<file path="src/rtl/brd_pkg.sv">
`default_nettype none

package brd_pkg;

    localparam int CAP_W = 11;
    localparam logic [CAP_W-1:0] CAP_RESET = 11'd1024;
    localparam int VALUE_W = 32;

    typedef enum logic [1:0] {
        ACT_PUSH_FRONT = 2'd0,
        ACT_PUSH_BACK  = 2'd1,
        ACT_POP_FRONT  = 2'd2,
        ACT_POP_BACK   = 2'd3
    } brd_action_t;

    typedef struct packed {
        logic res;
        logic err;
    } brd_res_t;

endpackage

`default_nettype wire

</file>
<file path="src/rtl/brd_ctrl.sv">
`default_nettype none

module brd_ctrl #(
    parameter int DEPTH = 1024,
    localparam int AW = (DEPTH > 1) ? $clog2(DEPTH) : 1
) (
    input  wire logic                   clk,
    input  wire logic                   rst_n,
    input  wire logic                   cfg_we,
    input  wire logic [brd_pkg::CAP_W-1:0] cfg_wdata,
    input  wire logic                   fire,
    input  wire logic [1:0]             action,
    output logic                        ram_we,
    output logic                        ram_re,
    output logic      [AW-1:0]          ram_addr,
    output brd_pkg::brd_res_t           res
);

    import brd_pkg::*;

    localparam int CW = $clog2(DEPTH + 1);
    localparam int EW = (CW > CAP_W) ? CW : CAP_W;
    localparam int SW = CW + 1;

    logic [CAP_W-1:0] cap_reg;
    logic [AW-1:0]    head_reg, head_next;
    logic [CW-1:0]    occ_reg, occ_next;
    logic [EW-1:0]    cap_x;
    logic [CW-1:0]    cap_eff;
    logic [SW-1:0]    sum_back, slot_back;
    logic             full, empty;
    brd_action_t      act;

    assign act   = brd_action_t'(action);
    assign cap_x = EW'(cap_reg);

    always_comb
    begin
        if (cap_x == '0)
        begin
            cap_eff = CW'(1);
        end
        else if (cap_x > EW'(DEPTH))
        begin
            cap_eff = CW'(DEPTH);
        end
        else
        begin
            cap_eff = CW'(cap_x);
        end
    end

    assign full  = occ_reg >= cap_eff;
    assign empty = occ_reg == '0;

    always_comb
    begin
        if (act == ACT_PUSH_BACK)
        begin
            sum_back = SW'(head_reg) + SW'(occ_reg);
        end
        else
        begin
            sum_back = SW'(head_reg) + SW'(occ_reg) - SW'(1);
        end
        slot_back = (sum_back >= SW'(cap_eff)) ? sum_back - SW'(cap_eff) : sum_back;
    end

    always_comb
    begin
        head_next = head_reg;
        occ_next  = occ_reg;
        ram_we    = 1'b0;
        ram_re    = 1'b0;
        ram_addr  = head_reg;
        res       = '0;
        unique case (act)
            ACT_PUSH_FRONT:
            begin
                if (head_reg == '0)
                begin
                    ram_addr = AW'(cap_eff - CW'(1));
                end
                else
                begin
                    ram_addr = head_reg - AW'(1);
                end
                if (fire && !full)
                begin
                    head_next = ram_addr;
                    occ_next  = occ_reg + CW'(1);
                    ram_we    = 1'b1;
                end
                res.res = full;
                res.err = full;
            end
            ACT_PUSH_BACK:
            begin
                ram_addr = AW'(slot_back);
                if (fire && !full)
                begin
                    occ_next = occ_reg + CW'(1);
                    ram_we   = 1'b1;
                end
                res.res = full;
                res.err = full;
            end
            ACT_POP_FRONT:
            begin
                ram_addr = head_reg;
                if (fire && !empty)
                begin
                    if (CW'(head_reg) + CW'(1) == cap_eff)
                    begin
                        head_next = '0;
                    end
                    else
                    begin
                        head_next = head_reg + AW'(1);
                    end
                    occ_next = occ_reg - CW'(1);
                    ram_re   = 1'b1;
                end
                res.res = 1'b1;
                res.err = empty;
            end
            ACT_POP_BACK:
            begin
                ram_addr = AW'(slot_back);
                if (fire && !empty)
                begin
                    occ_next = occ_reg - CW'(1);
                    ram_re   = 1'b1;
                end
                res.res = 1'b1;
                res.err = empty;
            end
            default:
            begin
                res = '0;
            end
        endcase
    end

    always_ff @(posedge clk or negedge rst_n)
    begin
        if (!rst_n)
        begin
            cap_reg  <= CAP_RESET;
            head_reg <= '0;
            occ_reg  <= '0;
        end
        else if (cfg_we)
        begin
            cap_reg  <= cfg_wdata;
            head_reg <= '0;
            occ_reg  <= '0;
        end
        else
        begin
            head_reg <= head_next;
            occ_reg  <= occ_next;
        end
    end

`ifndef SYNTH
    a_occ_bound: assert property (@(posedge clk) disable iff (!rst_n)
        occ_reg <= cap_eff)
        else $error("occupancy above capacity");

    a_head_bound: assert property (@(posedge clk) disable iff (!rst_n)
        CW'(head_reg) < cap_eff)
        else $error("head index outside ring");

    a_one_port: assert property (@(posedge clk) disable iff (!rst_n)
        !(ram_we && ram_re))
        else $error("read and write in one cycle");

    a_cfg_clear: assert property (@(posedge clk) disable iff (!rst_n)
        cfg_we |=> (occ_reg == '0 && head_reg == '0))
        else $error("capacity write did not empty deque");
`endif

endmodule

`default_nettype wire

</file>
<file path="config.mk">
export PLATFORM = sky130hd
export DESIGN_NAME = brd_ctrl
export DESIGN_NICKNAME = d
export VERILOG_FILES = /design/src/rtl/brd_pkg.sv /design/src/rtl/brd_ctrl.sv
export SDC_FILE = /design/constraint.sdc
export NUM_CORES = 1
export LEC_CHECK = 0
export BUFFER_PORTS_ARGS = -buffer_cell sky130_fd_sc_hd__buf_4
export CAP_MARGIN = 20
export CELL_PAD_IN_SITES_DETAIL_PLACEMENT = 1
export CELL_PAD_IN_SITES_GLOBAL_PLACEMENT = 2
export CORE_MARGIN = 5
export CORE_UTILIZATION = 34
export CTS_CLUSTER_DIAMETER = 80
export DETAILED_ROUTE_END_ITERATION = 7
export PLACE_DENSITY = 0.8
export SYNTH_ARGS = -nofsm -noshare
export SYNTH_HDL_FRONTEND = slang
export SYNTH_SLANG_ARGS = --single-unit
</file>
<file path="constraint.sdc">
create_clock -name clk -period 3.8 [get_ports clk]
set_input_delay 0 -clock clk [delete_from_list [all_inputs] [get_ports clk]]
set_output_delay 0 -clock clk [all_outputs]
set_load 0.005 [all_outputs]
</file>
==> results of run 1 <==
through the flow:
step,worst slack [ns],total power (W)
2_1_floorplan,0.000515,0.00384
4_1_cts,-0.562,0.00688
3_5_place_dp,-0.385,0.00613
6_report,-0.611,0.00765
3_3_place_gp,-0.271,0.00592
5_1_grt,-0.774,0.00815
worst max-delay path: stages (launching register included):
cell      delay [ns]
dfrtp_1         0.39
ha_4            0.16
inv_2           0.04
fa_2            0.36
nor2b_4         0.15
o21a_1          0.21
buf_6           0.12
a41oi_2         0.12
buf_4           0.17
a221oi_4        0.27
or2b_1          0.31
nor3_2          0.15
xor2_1          0.19
ha_1            0.29
a21oi_2         0.20
o31ai_4         0.11
a21o_4          0.23
o31a_2          0.33
a22o_1          0.18
buf_4           0.13
routing by layer:
layer | vias to the layer above | share of wire [%] | global-route usage [%]
li1 | 2483 | - | -
met1 | 2596 | 43 | 28.4
met2 | 159 | 48 | 38.3
met3 | 42 | 5.2 | 2.05
met4 | 0 | 3.9 | 10.3
met5 | - | 0 | 0
logic make-up (layout without fill, tap and decap cells):
| logic type | after synthesis | after routing | synth area share, % |
|---|---|---|---|
| buffers and inverters | 63 | 196 | 5.53 |
| multiplexers | 21 | 21 | 4.67 |
| XOR/XNOR | 42 | 42 | 8.47 |
| AO/OA/AOI/OAI | 187 | 187 | 28.4 |
| flip-flops | 32 | 32 | 17.1 |
| adder cells (fa/ha/maj) | 48 | 48 | 13.3 |
| AND/OR/NAND/NOR | 197 | 197 | 22.5 |
layout make-up:
cell class | count | area [um2] | area share [%]
multi-input combinational | 495 | 3870 | 60.7
timing repair buffer | 153 | 1200 | 18.8
sequential | 32 | 802 | 12.6
tap | 176 | 220 | 3.45
clock buffer | 8 | 156 | 2.45
inverter | 35 | 131 | 2.06
layout by cell type (no fill, tap or decap), types with 6 or more instances in the layout:
cell type	Yosys	final
nand2_1	29	29
nor2b_1	9	8
mux2_2	7	7
or3_1	9	8
nand4_1	11	11
xnor2_1	27	24
dlygate4sd3_1	0	12
a31oi_1	11	11
nor4_1	10	8
ha_1	45	41
xor2_1	13	12
a21o_1	14	13
inv_1	34	31
nand2b_1	10	10
and2_1	6	6
dfrtp_1	31	31
nand3b_1	6	6
or2_2	6	6
a211oi_1	8	7
mux2i_1	14	13
o21ai_0	38	33
nand3_1	15	15
buf_4	2	136
nor3_1	16	15
a21oi_1	37	31
nor2_1	53	53
a21oi_2	1	6
how the worst min path moves through the flow:
stage	end	slack (ns)	depth (start not counted)
global placement	cap_reg[8]	-0.03	1
CTS	cap_reg[10]	0.11	3
finish	cap_reg[10]	0.11	3
global route	occ_reg[6]	0.13	2
floorplan	cap_reg[0]	-0.30	0
detailed placement	cap_reg[7]	-0.03	1
power groups by stage:
stage	logic (W)	clock network [W]	registers [W]
2_1_floorplan	0.00335	0	0.000495
3_3_place_gp	0.00540	0	0.000516
3_5_place_dp	0.00561	0	0.000520
4_1_cts	0.00592	0.000441	0.000515
5_1_grt	0.00717	0.000451	0.000530
6_report	0.00669	0.000439	0.000520
what timing repair did:
action	CTS	global route
hold buffers	12	0
buffers inserted	4	10
hold endpoints to repair	43	0
setup endpoints to repair	10	11
pin swaps	12	16
gates resized for setup	18	30
==> run_results.csv, run 1 <==
group,metric,value,unit
worst_setup_path,path_class,"register to output pin",
floorplanning,row_count,42,
power_and_ir_drop,intPower,0.00405,W
timing,clock_skew,0.00966,ns
timing,fmax,227,MHz
synth,ys_seq_elements,32,
timing,finalSetupViolations,10,
grt,grt_max_degree,33,
detailed_routing,num_vias,5280,
synth,yosys-top-cells-count,"nor2_1, ha_1, o21ai_0",
placement,io_buffer_count,30,
power_and_ir_drop,power_frac_comb,87.5,%
hold_path,min-delay-start,"cfg_we",
floorplanning,die_area,16200,um2
grt,antenna_found_initial,0,
synth,syn-num-nets,655,
cts,cts.clk_slew.worst_paths,0.06,ns
outcome,outcome,"finished, violations left",
floorplanning,fp.dieW,127,um
worst_setup_path,crit_end,"ram_addr[4]",
floorplanning,start_util,35.0,%
timing,grt_setup_unrepaired,"true",
worst_setup_path,crit_fanout,7,
detailed_routing,dr.first_iter.drc_count,352,
worst_setup_path,startpoint_type,"register",
worst_setup_path,reg2reg_depth,14,
floorplanning,core,13400,um2
synth,syn_inst,590,
placement,place_inst,865,
placement,dp_hpwl,14800,um
cells_and_area,drive_gt1_share,30.7,%
power_and_ir_drop,vdd_drop_max,0.435,mV
timing,worstMarginPinSlew,0.722,ns
grt,grt_first_pass_wirelength,29000,um
worst_setup_path,arrival,4.41,ns
floorplanning,io_pins,31,
synth,synth.area.top_cells,"dfrtp_1, ha_1, xnor2_1",
synth,synth-edff-count,0,
placement,place_congestion,1.02,
cts,cts_root_buf,"clkbuf_16",
cells_and_area,syn_to_final_growth,36.2,%
synth,async_reset_ff_share,100,%
cts,cts-htree-levels,2,
synth,yosysSeqAreaShare,17.1,%
cells_and_area,final_util,47.6,%
synth,netlist.area_leader.share,16.6,%
timing,drv_slew,0,
grt,grt_pass1_vias,5386,
outcome,violations,"negative setup slack",
timing,timing.final.ws_setup,-0.611,ns
cells_and_area,final_area,6380,um2
synth,netlist_area,4680,um2
synth,synthFlopType,"dfrtp_1",
grt,gr-total-overflow,0,
timing,hold_viol,0,
timing,whs,0.109,ns
worst_setup_path,timing.rr.start,"head_reg[0]",
detailed_routing,wl,18800,um
cts,clock_latency,0.29,ns
grt,grt_use_total,22.4,%
synth,ys_warn_count,0,
worst_setup_path,required,3.80,ns
floorplanning,die_height,127,um
timing,slew_headroom,51.5,%
timing,setup_tns,-5.61,ns
detailed_routing,viasPerCell,5.87,
synth,synth.most_common_cell,"nor2_1",
synth,yosys.area.top_type,"dfrtp_1",
cells_and_area,finalNonFillerCells,899,
power_and_ir_drop,swShare,47.1,%
power_and_ir_drop,power_density,1200,nW/um2
synth,avgSynthCellArea,7.94,um2
timing,period_share,116,%
worst_setup_path,r2r-end,"head_reg[8]",
cells_and_area,diodes,0,
worst_setup_path,startpoint,"occ_reg[0]",
detailed_routing,wl_per_cell,20.9,um
cts,cts_sinks,32,
worst_setup_path,setup.worst_path.end_class,"output pin",
placement,dpl_cell_area,5760,um2
cells_and_area,final_nets,787,
synth,synth_cell_types,83,
cells_and_area,fill_cells,1635,
detailed_routing,drt-pass1-iter-count,5,
timing,fin_crit,4.41,ns
cts,numCtsBuffers,5,
detailed_routing,drtAntennaViolNets,0,
cts,cts_tree,"done",
power_and_ir_drop,p_sw,0.00360,W
power_and_ir_drop,clkPwrFrac,5.7,%
cts,cts_max_path_buffers,2,
detailed_routing,drc,0,
worst_setup_path,r2r_slack,0.28,ns
power_and_ir_drop,leakage,2.86,nW
hold_path,holdCritPathClass,"input pin to register",
flow_run,cap_violations,0,
power_and_ir_drop,seq_power_share,6.8,%
No activity file was read; power rests on OpenSTA's default activity.
==> run 2, diff against run 1 <==
Settings changed: CAP_MARGIN 20 to unset, CORE_MARGIN 5 to 2.
==> run 2 against run 1 <==
The run still ends with negative setup slack left. Clock power increased by 16%. Combinational power barely moved. Worst hold slack gained 0.0051 ns. First-iteration DRC count is 7.4% lower. Die area fell by 9.2%. Sequential power rose by 2%.
==> run_results.csv, run 2 (synthesis results as in run 1) <==
group,metric,value,unit
grt,gr-total-overflow,0,
detailed_routing,dr.first_iter.drc_count,326,
power_and_ir_drop,total_power,0.00775,W
cells_and_area,fill_cells,1603,
grt,grt_first_pass_wirelength,29400,um
cts,clock_latency,0.29,ns
flow_run,cap_violations,0,
cts,numCtsBuffers,5,
cells_and_area,layout_commonest_cell,"buf_4",
cells_and_area,layout_common_cells,"buf_4, nor2_1, ha_1",
worst_setup_path,required,3.80,ns
floorplanning,row_count,42,
timing,grt_setup_unrepaired,"true",
placement,dp_hpwl,14400,um
detailed_routing,wl_per_cell,21.4,um
worst_setup_path,path_class,"register to output pin",
worst_setup_path,setup.worst_path.end_class,"output pin",
cells_and_area,syn_to_final_growth,37.5,%
placement,place_congestion,0.967,
floorplanning,core,13300,um2
floorplanning,die_height,121,um
worst_setup_path,arrival,4.45,ns
power_and_ir_drop,leakage,2.83,nW
detailed_routing,viasPerCell,5.89,
worst_setup_path,startpoint_type,"register",
outcome,outcome,"finished, violations left",
cells_and_area,multi_input_area,3940,um2
timing,timing.final.ws_setup,-0.655,ns
timing,hold_viol,0,
cts,cts-htree-levels,2,
detailed_routing,drc,0,
detailed_routing,drt-pass1-iter-count,5,
placement,post-place-ws,-0.417,ns
grt,antenna_found_initial,0,
cts,cts_root_buf,"clkbuf_16",
timing,fmax,224,MHz
detailed_routing,wl,19100,um
timing,clock_skew,0.00465,ns
worst_setup_path,crit_fanout,7,
outcome,violations,"negative setup slack",
cells_and_area,diodes,0,
floorplanning,die_area,14700,um2
detailed_routing,drtAntennaViolNets,0,
grt,grt_use_total,25.5,%
cells_and_area,ff_latch_area,802,um2
placement,io_buffer_count,30,
cells_and_area,final_nets,783,
cts,cts_tree,"done",
floorplanning,fp.dieW,121,um
timing,worstMarginPinSlew,0.793,ns
timing,finalSetupViolations,10,
detailed_routing,num_vias,5274,
floorplanning,io_pins,31,
grt,grt_max_degree,33,
hold_path,holdCritPathClass,"input pin to register",
timing,period_share,117,%
timing,fin_crit,4.45,ns
grt,grt_pass1_vias,5401,
timing,slew_headroom,45.8,%
power_and_ir_drop,vdd_drop_max,0.388,mV
timing,drv_slew,0,
cts,cts_sinks,32,
floorplanning,start_util,35.1,%
cts,cts_max_path_buffers,2,
power_and_ir_drop,power_density,1200,nW/um2
cts,cts.clk_slew.worst_paths,0.06,ns
cells_and_area,drive_gt1_share,30.7,%
==> run 2: worst max-delay path, cell delays in order, from the launching register on <==
cell,delay [ns]
dfrtp_1,0.39
ha_2,0.20
inv_2,0.05
fa_2,0.22
nor2b_4,0.05
o2111a_1,0.24
or4_4,0.45
a221oi_4,0.31
or2b_1,0.31
nor3_2,0.21
xor2_1,0.17
ha_1,0.28
a21oi_2,0.20
o31ai_4,0.11
a21o_4,0.24
buf_4,0.15
o31ai_4,0.19
o22a_1,0.25
buf_4,0.13
==> run 2: what timing repair did <==
item	CTS	global route
setup buffers	11	5
gates resized for setup	22	31
setup endpoints to repair	10	21
pin swaps	19	20
endpoints found under the hold margin	42	0
hold buffers	12	0
==> run 2: metrics by stage <==
| stage | setup TNS [ns] | cells | hold WS, ns | instance area, um2 | utilization [%] |
|---|---|---|---|---|---|
| finish | -5.10 | 895 | 0.114 | 6440 | 48.2 |
| global route | -6.55 | 895 | 0.133 | 6440 | 48.2 |
| CTS | -3.96 | 890 | 0.111 | 6200 | 46.5 |
| detailed placement | -3.53 | 859 | -0.0182 | 5720 | 42.8 |
| global placement | -2.51 | 859 | -0.0290 | 5720 | 42.8 |
| floorplan | 0 | 590 | -0.296 | 4720 | - |
==> run 2: path summary, 6_finish.rpt <==
kind / start / to / slack (ns) / cells after the start
min reg2reg: cap_reg[3] / cap_reg[3] / 0.54 / 1
max: head_reg[0] / ram_addr[1] / -0.65 / 18
max reg2reg: head_reg[0] / head_reg[8] / 0.19 / 15
min in group asynchronous: rst_n / cap_reg[8] / 0.23 / 2
min: cfg_we / cap_reg[10] / 0.11 / 3
max in group asynchronous: rst_n / cap_reg[10] / 3.21 / 2
==> run 2: cell type report <==
cell class / count / area share (%)
sequential: 32 / 12.5
multi-input combinational: 495 / 61.2
tap: 176 / 3.42
clock inverter: 1 / 0.466
timing repair buffer: 149 / 18.0
clock buffer: 7 / 2.37
inverter: 35 / 2.04
==> run 2: where the power goes <==
group	switching (W)	internal, W
combinational	0.00338	0.00333
clock	0.000163	0.000345
sequential	0.000115	0.000414
total	0.00366	0.00409
==> run 2: metal layers <==
layer | track usage (%) | wire, um
met5 | 0 | 0
met4 | 10.7 | 711
met3 | 2.54 | 743
met2 | 43.6 | 9390
met1 | 32.7 | 8280
==> run 3, diff against run 2 <==
--- a/config.mk
+++ b/config.mk
@@ -10,8 +10,8 @@
 export CELL_PAD_IN_SITES_GLOBAL_PLACEMENT = 2
 export CORE_MARGIN = 2
-export CORE_UTILIZATION = 34
+export CORE_UTILIZATION = 41
 export CTS_CLUSTER_DIAMETER = 80
 export DETAILED_ROUTE_END_ITERATION = 7
-export PLACE_DENSITY = 0.8
+export PLACE_DENSITY = 0.9
 export SYNTH_ARGS = -nofsm -noshare
 export SYNTH_HDL_FRONTEND = slang
==> constraint.sdc (replaced) <==
create_clock -name clk -period 5.39 [get_ports clk]
set_input_delay 0.2695 -clock clk [delete_from_list [all_inputs] [get_ports clk]]
set_output_delay 0.2695 -clock clk [all_outputs]
set_load 0.005 [all_outputs]
==> run 3 against run 2 <==
The run now ends clean. Clock skew grew 0.0014 ns. Wire length shrank 12%. Non-clock buffer count shrank 105. Utilization shrank 1.9 points. Register-to-register slack gained 1.3 ns. Combinational power shrank 52%. Power shrank 49%. Critical endpoint is now ram_addr[4]. First-iteration DRC count grew 20%. Flip-flop and latch count is the same. Global-route usage grew 1.6 points. Final cell count shrank 15%.
==> run_results.csv, run 3 (synthesis results as in run 1) <==
group,metric,value,unit
outcome,outcome,"complete, no violations",
timing,fin_crit,5.19,ns
cells_and_area,final_nets,678,
worst_setup_path,reg2reg_depth,13,
cells_and_area,fill_cells,1387,
power_and_ir_drop,power_density,755,nW/um2
timing,finalSetupViolations,0,
power_and_ir_drop,p_sw,0.00204,W
placement,io_buffer_count,30,
timing,period_share,96.3,%
cells_and_area,finalNonFillerCells,757,
cells_and_area,syn_to_final_growth,11.4,%
grt,grt_util_met2,44.7,%
grt,antenna_found_initial,0,
hold_path,holdCritPathClass,"input pin to register",
timing,fmax,193,MHz
power_and_ir_drop,swShare,51.7,%
cells_and_area,final_area,5220,um2
detailed_routing,dr.first_iter.drc_count,390,
grt,grt_first_pass_wirelength,26900,um
detailed_routing,wl_per_cell,22.2,um
placement,dp_hpwl,13100,um
cts,cts_tree,"done",
cts,cts.clk_slew.worst_paths,0.06,ns
grt,grt_use_total,27.1,%
power_and_ir_drop,seq_power_share,9.9,%
grt,gr-total-overflow,0,
timing,hold_viol,0,
cells_and_area,diodes,0,
cts,cts_root_buf,"clkbuf_16",
timing,slew_headroom,47.4,%
placement,dpl_cell_area,5040,um2
cts,cts_sinks,32,
power_and_ir_drop,power_frac_comb,82.5,%
hold_path,whs_path_depth,3,
grt,gr-max-usage-layer,"met2",
worst_setup_path,arrival,4.92,ns
power_and_ir_drop,intPower,0.00190,W
timing,clock_skew,0.00601,ns
flow_run,cap_violations,0,
cts,cts-htree-levels,2,
grt,grt_pass1_vias,4965,
timing,worstMarginPinSlew,0.768,ns
detailed_routing,drtAntennaViolNets,0,
detailed_routing,drc,0,
timing,drv_slew,0,
worst_setup_path,required,5.12,ns
detailed_routing,num_vias,4919,
worst_setup_path,startpoint_type,"register",
floorplanning,io_pins,31,
cells_and_area,drive_gt1_share,14.0,%
floorplanning,die_area,12300,um2
worst_setup_path,setup.worst_path.end_class,"output pin",
floorplanning,fp.dieW,111,um
floorplanning,row_count,39,
worst_setup_path,crit_fanout,11,
cells_and_area,layout_commonest_cell,"nor2_1",
floorplanning,core,11300,um2
grt,met1_usage,37.2,%
cts,cts_max_path_buffers,2,
power_and_ir_drop,vdd_drop_max,0.603,mV
detailed_routing,viasPerCell,6.50,
floorplanning,start_util,41.6,%
floorplanning,die_height,111,um
placement,place_congestion,0.913,
placement,place_inst,746,
cells_and_area,layout_common_cells,"nor2_1, ha_1, buf_4",
detailed_routing,drt-pass1-iter-count,5,
detailed_routing,wl,16800,um
worst_setup_path,path_class,"register to output pin",
cts,numCtsBuffers,5,
grt,grt_max_degree,33,
cts,clock_latency,0.29,ns
power_and_ir_drop,clkPwrFrac,7.6,%
grt,use_met3,2.95,%
power_and_ir_drop,leakage,2.25,nW
[run 3: cell count changes in the layout (fill, tap and decap cells not counted), moves of 4 or more]
cell	delta
a21oi_1	+6
a21oi_2	-6
buf_4	-91
dlygate4sd3_1	-11
ha_1	+6
ha_4	-4
o21ai_0	+4
o31ai_1	+7
o31ai_4	-7
[run 3: layout make-up]
type	instances	area, um2	area share, %
Clock inverter	1	7.51	0.144
Tap cell	143	179	3.43
Sequential cell	32	802	15.4
Clock buffer	7	143	2.73
Timing Repair Buffer	44	333	6.38
Inverter	35	131	2.52
Multi-Input combinational cell	495	3620	69.4
[run 3: path summary, 6_finish.rpt]
path	end	from	slack [ns]
min reg2reg	cap_reg[3]	cap_reg[3]	0.54
max	ram_addr[4]	head_reg[0]	0.20
max in group asynchronous	cap_reg[10]	rst_n	4.55
min in group asynchronous	cap_reg[6]	rst_n	0.49
max reg2reg	occ_reg[7]	cap_reg[6]	1.44
min	cap_reg[9]	cfg_wdata[9]	0.19
[run 3: power groups by stage]
stage	combinational [W]	sequential, W	clock [W]
5_1_grt	0.00355	0.000399	0.000312
3_3_place_gp	0.00307	0.000390	0
2_1_floorplan	0.00230	0.000349	0
3_5_place_dp	0.00318	0.000392	0
6_report	0.00325	0.000391	0.000300
4_1_cts	0.00319	0.000389	0.000303
[run 3: metrics by stage]
step	hold WS (ns)	worst slack, ns	util, %	power (W)	setup TNS [ns]
6_report	0.191	0.201	46.3	0.00394	0
3_5_place_dp	0.253	0.504	44.7	0.00357	0
4_1_cts	0.192	0.154	46.2	0.00388	0
2_1_floorplan	-0.0261	1.22	-	0.00265	0
5_1_grt	0.213	-0.0203	46.3	0.00426	-0.0203
3_3_place_gp	0.247	0.644	44.7	0.00346	0
[run 3: what timing repair did]
action                                 4_1_cts  5_1_grt
setup buffers                                0        2
endpoints found under the hold margin       31        0
setup endpoints to repair                    0        9
hold buffers                                 1        0
resized for setup                            0        1
[run 3: worst max-delay path, stage by stage, from the launching register on]
cell	delay [ns]
dfrtp_1	0.52
ha_1	0.24
inv_1	0.06
fa_1	0.45
nor2b_4	0.17
o21a_1	0.15
o21ai_0	0.16
a211oi_2	0.27
buf_4	0.18
xor2_1	0.25
ha_1	0.35
a21o_1	0.21
a21oi_1	0.16
nor2b_1	0.08
nor4_1	0.27
o31ai_1	0.14
a21o_2	0.29
o31a_2	0.34
a22o_1	0.20
buf_4	0.13
[run 3: routing by layer]
layer / wire, um / vias to the layer above / part of all wire, %
met5: 0 / - / 0
met4: 465 / 0 / 2.8
met3: 845 / 33 / 5.0
met2: 7880 / 148 / 47
met1: 7610 / 2469 / 45
li1: - / 2269 / -
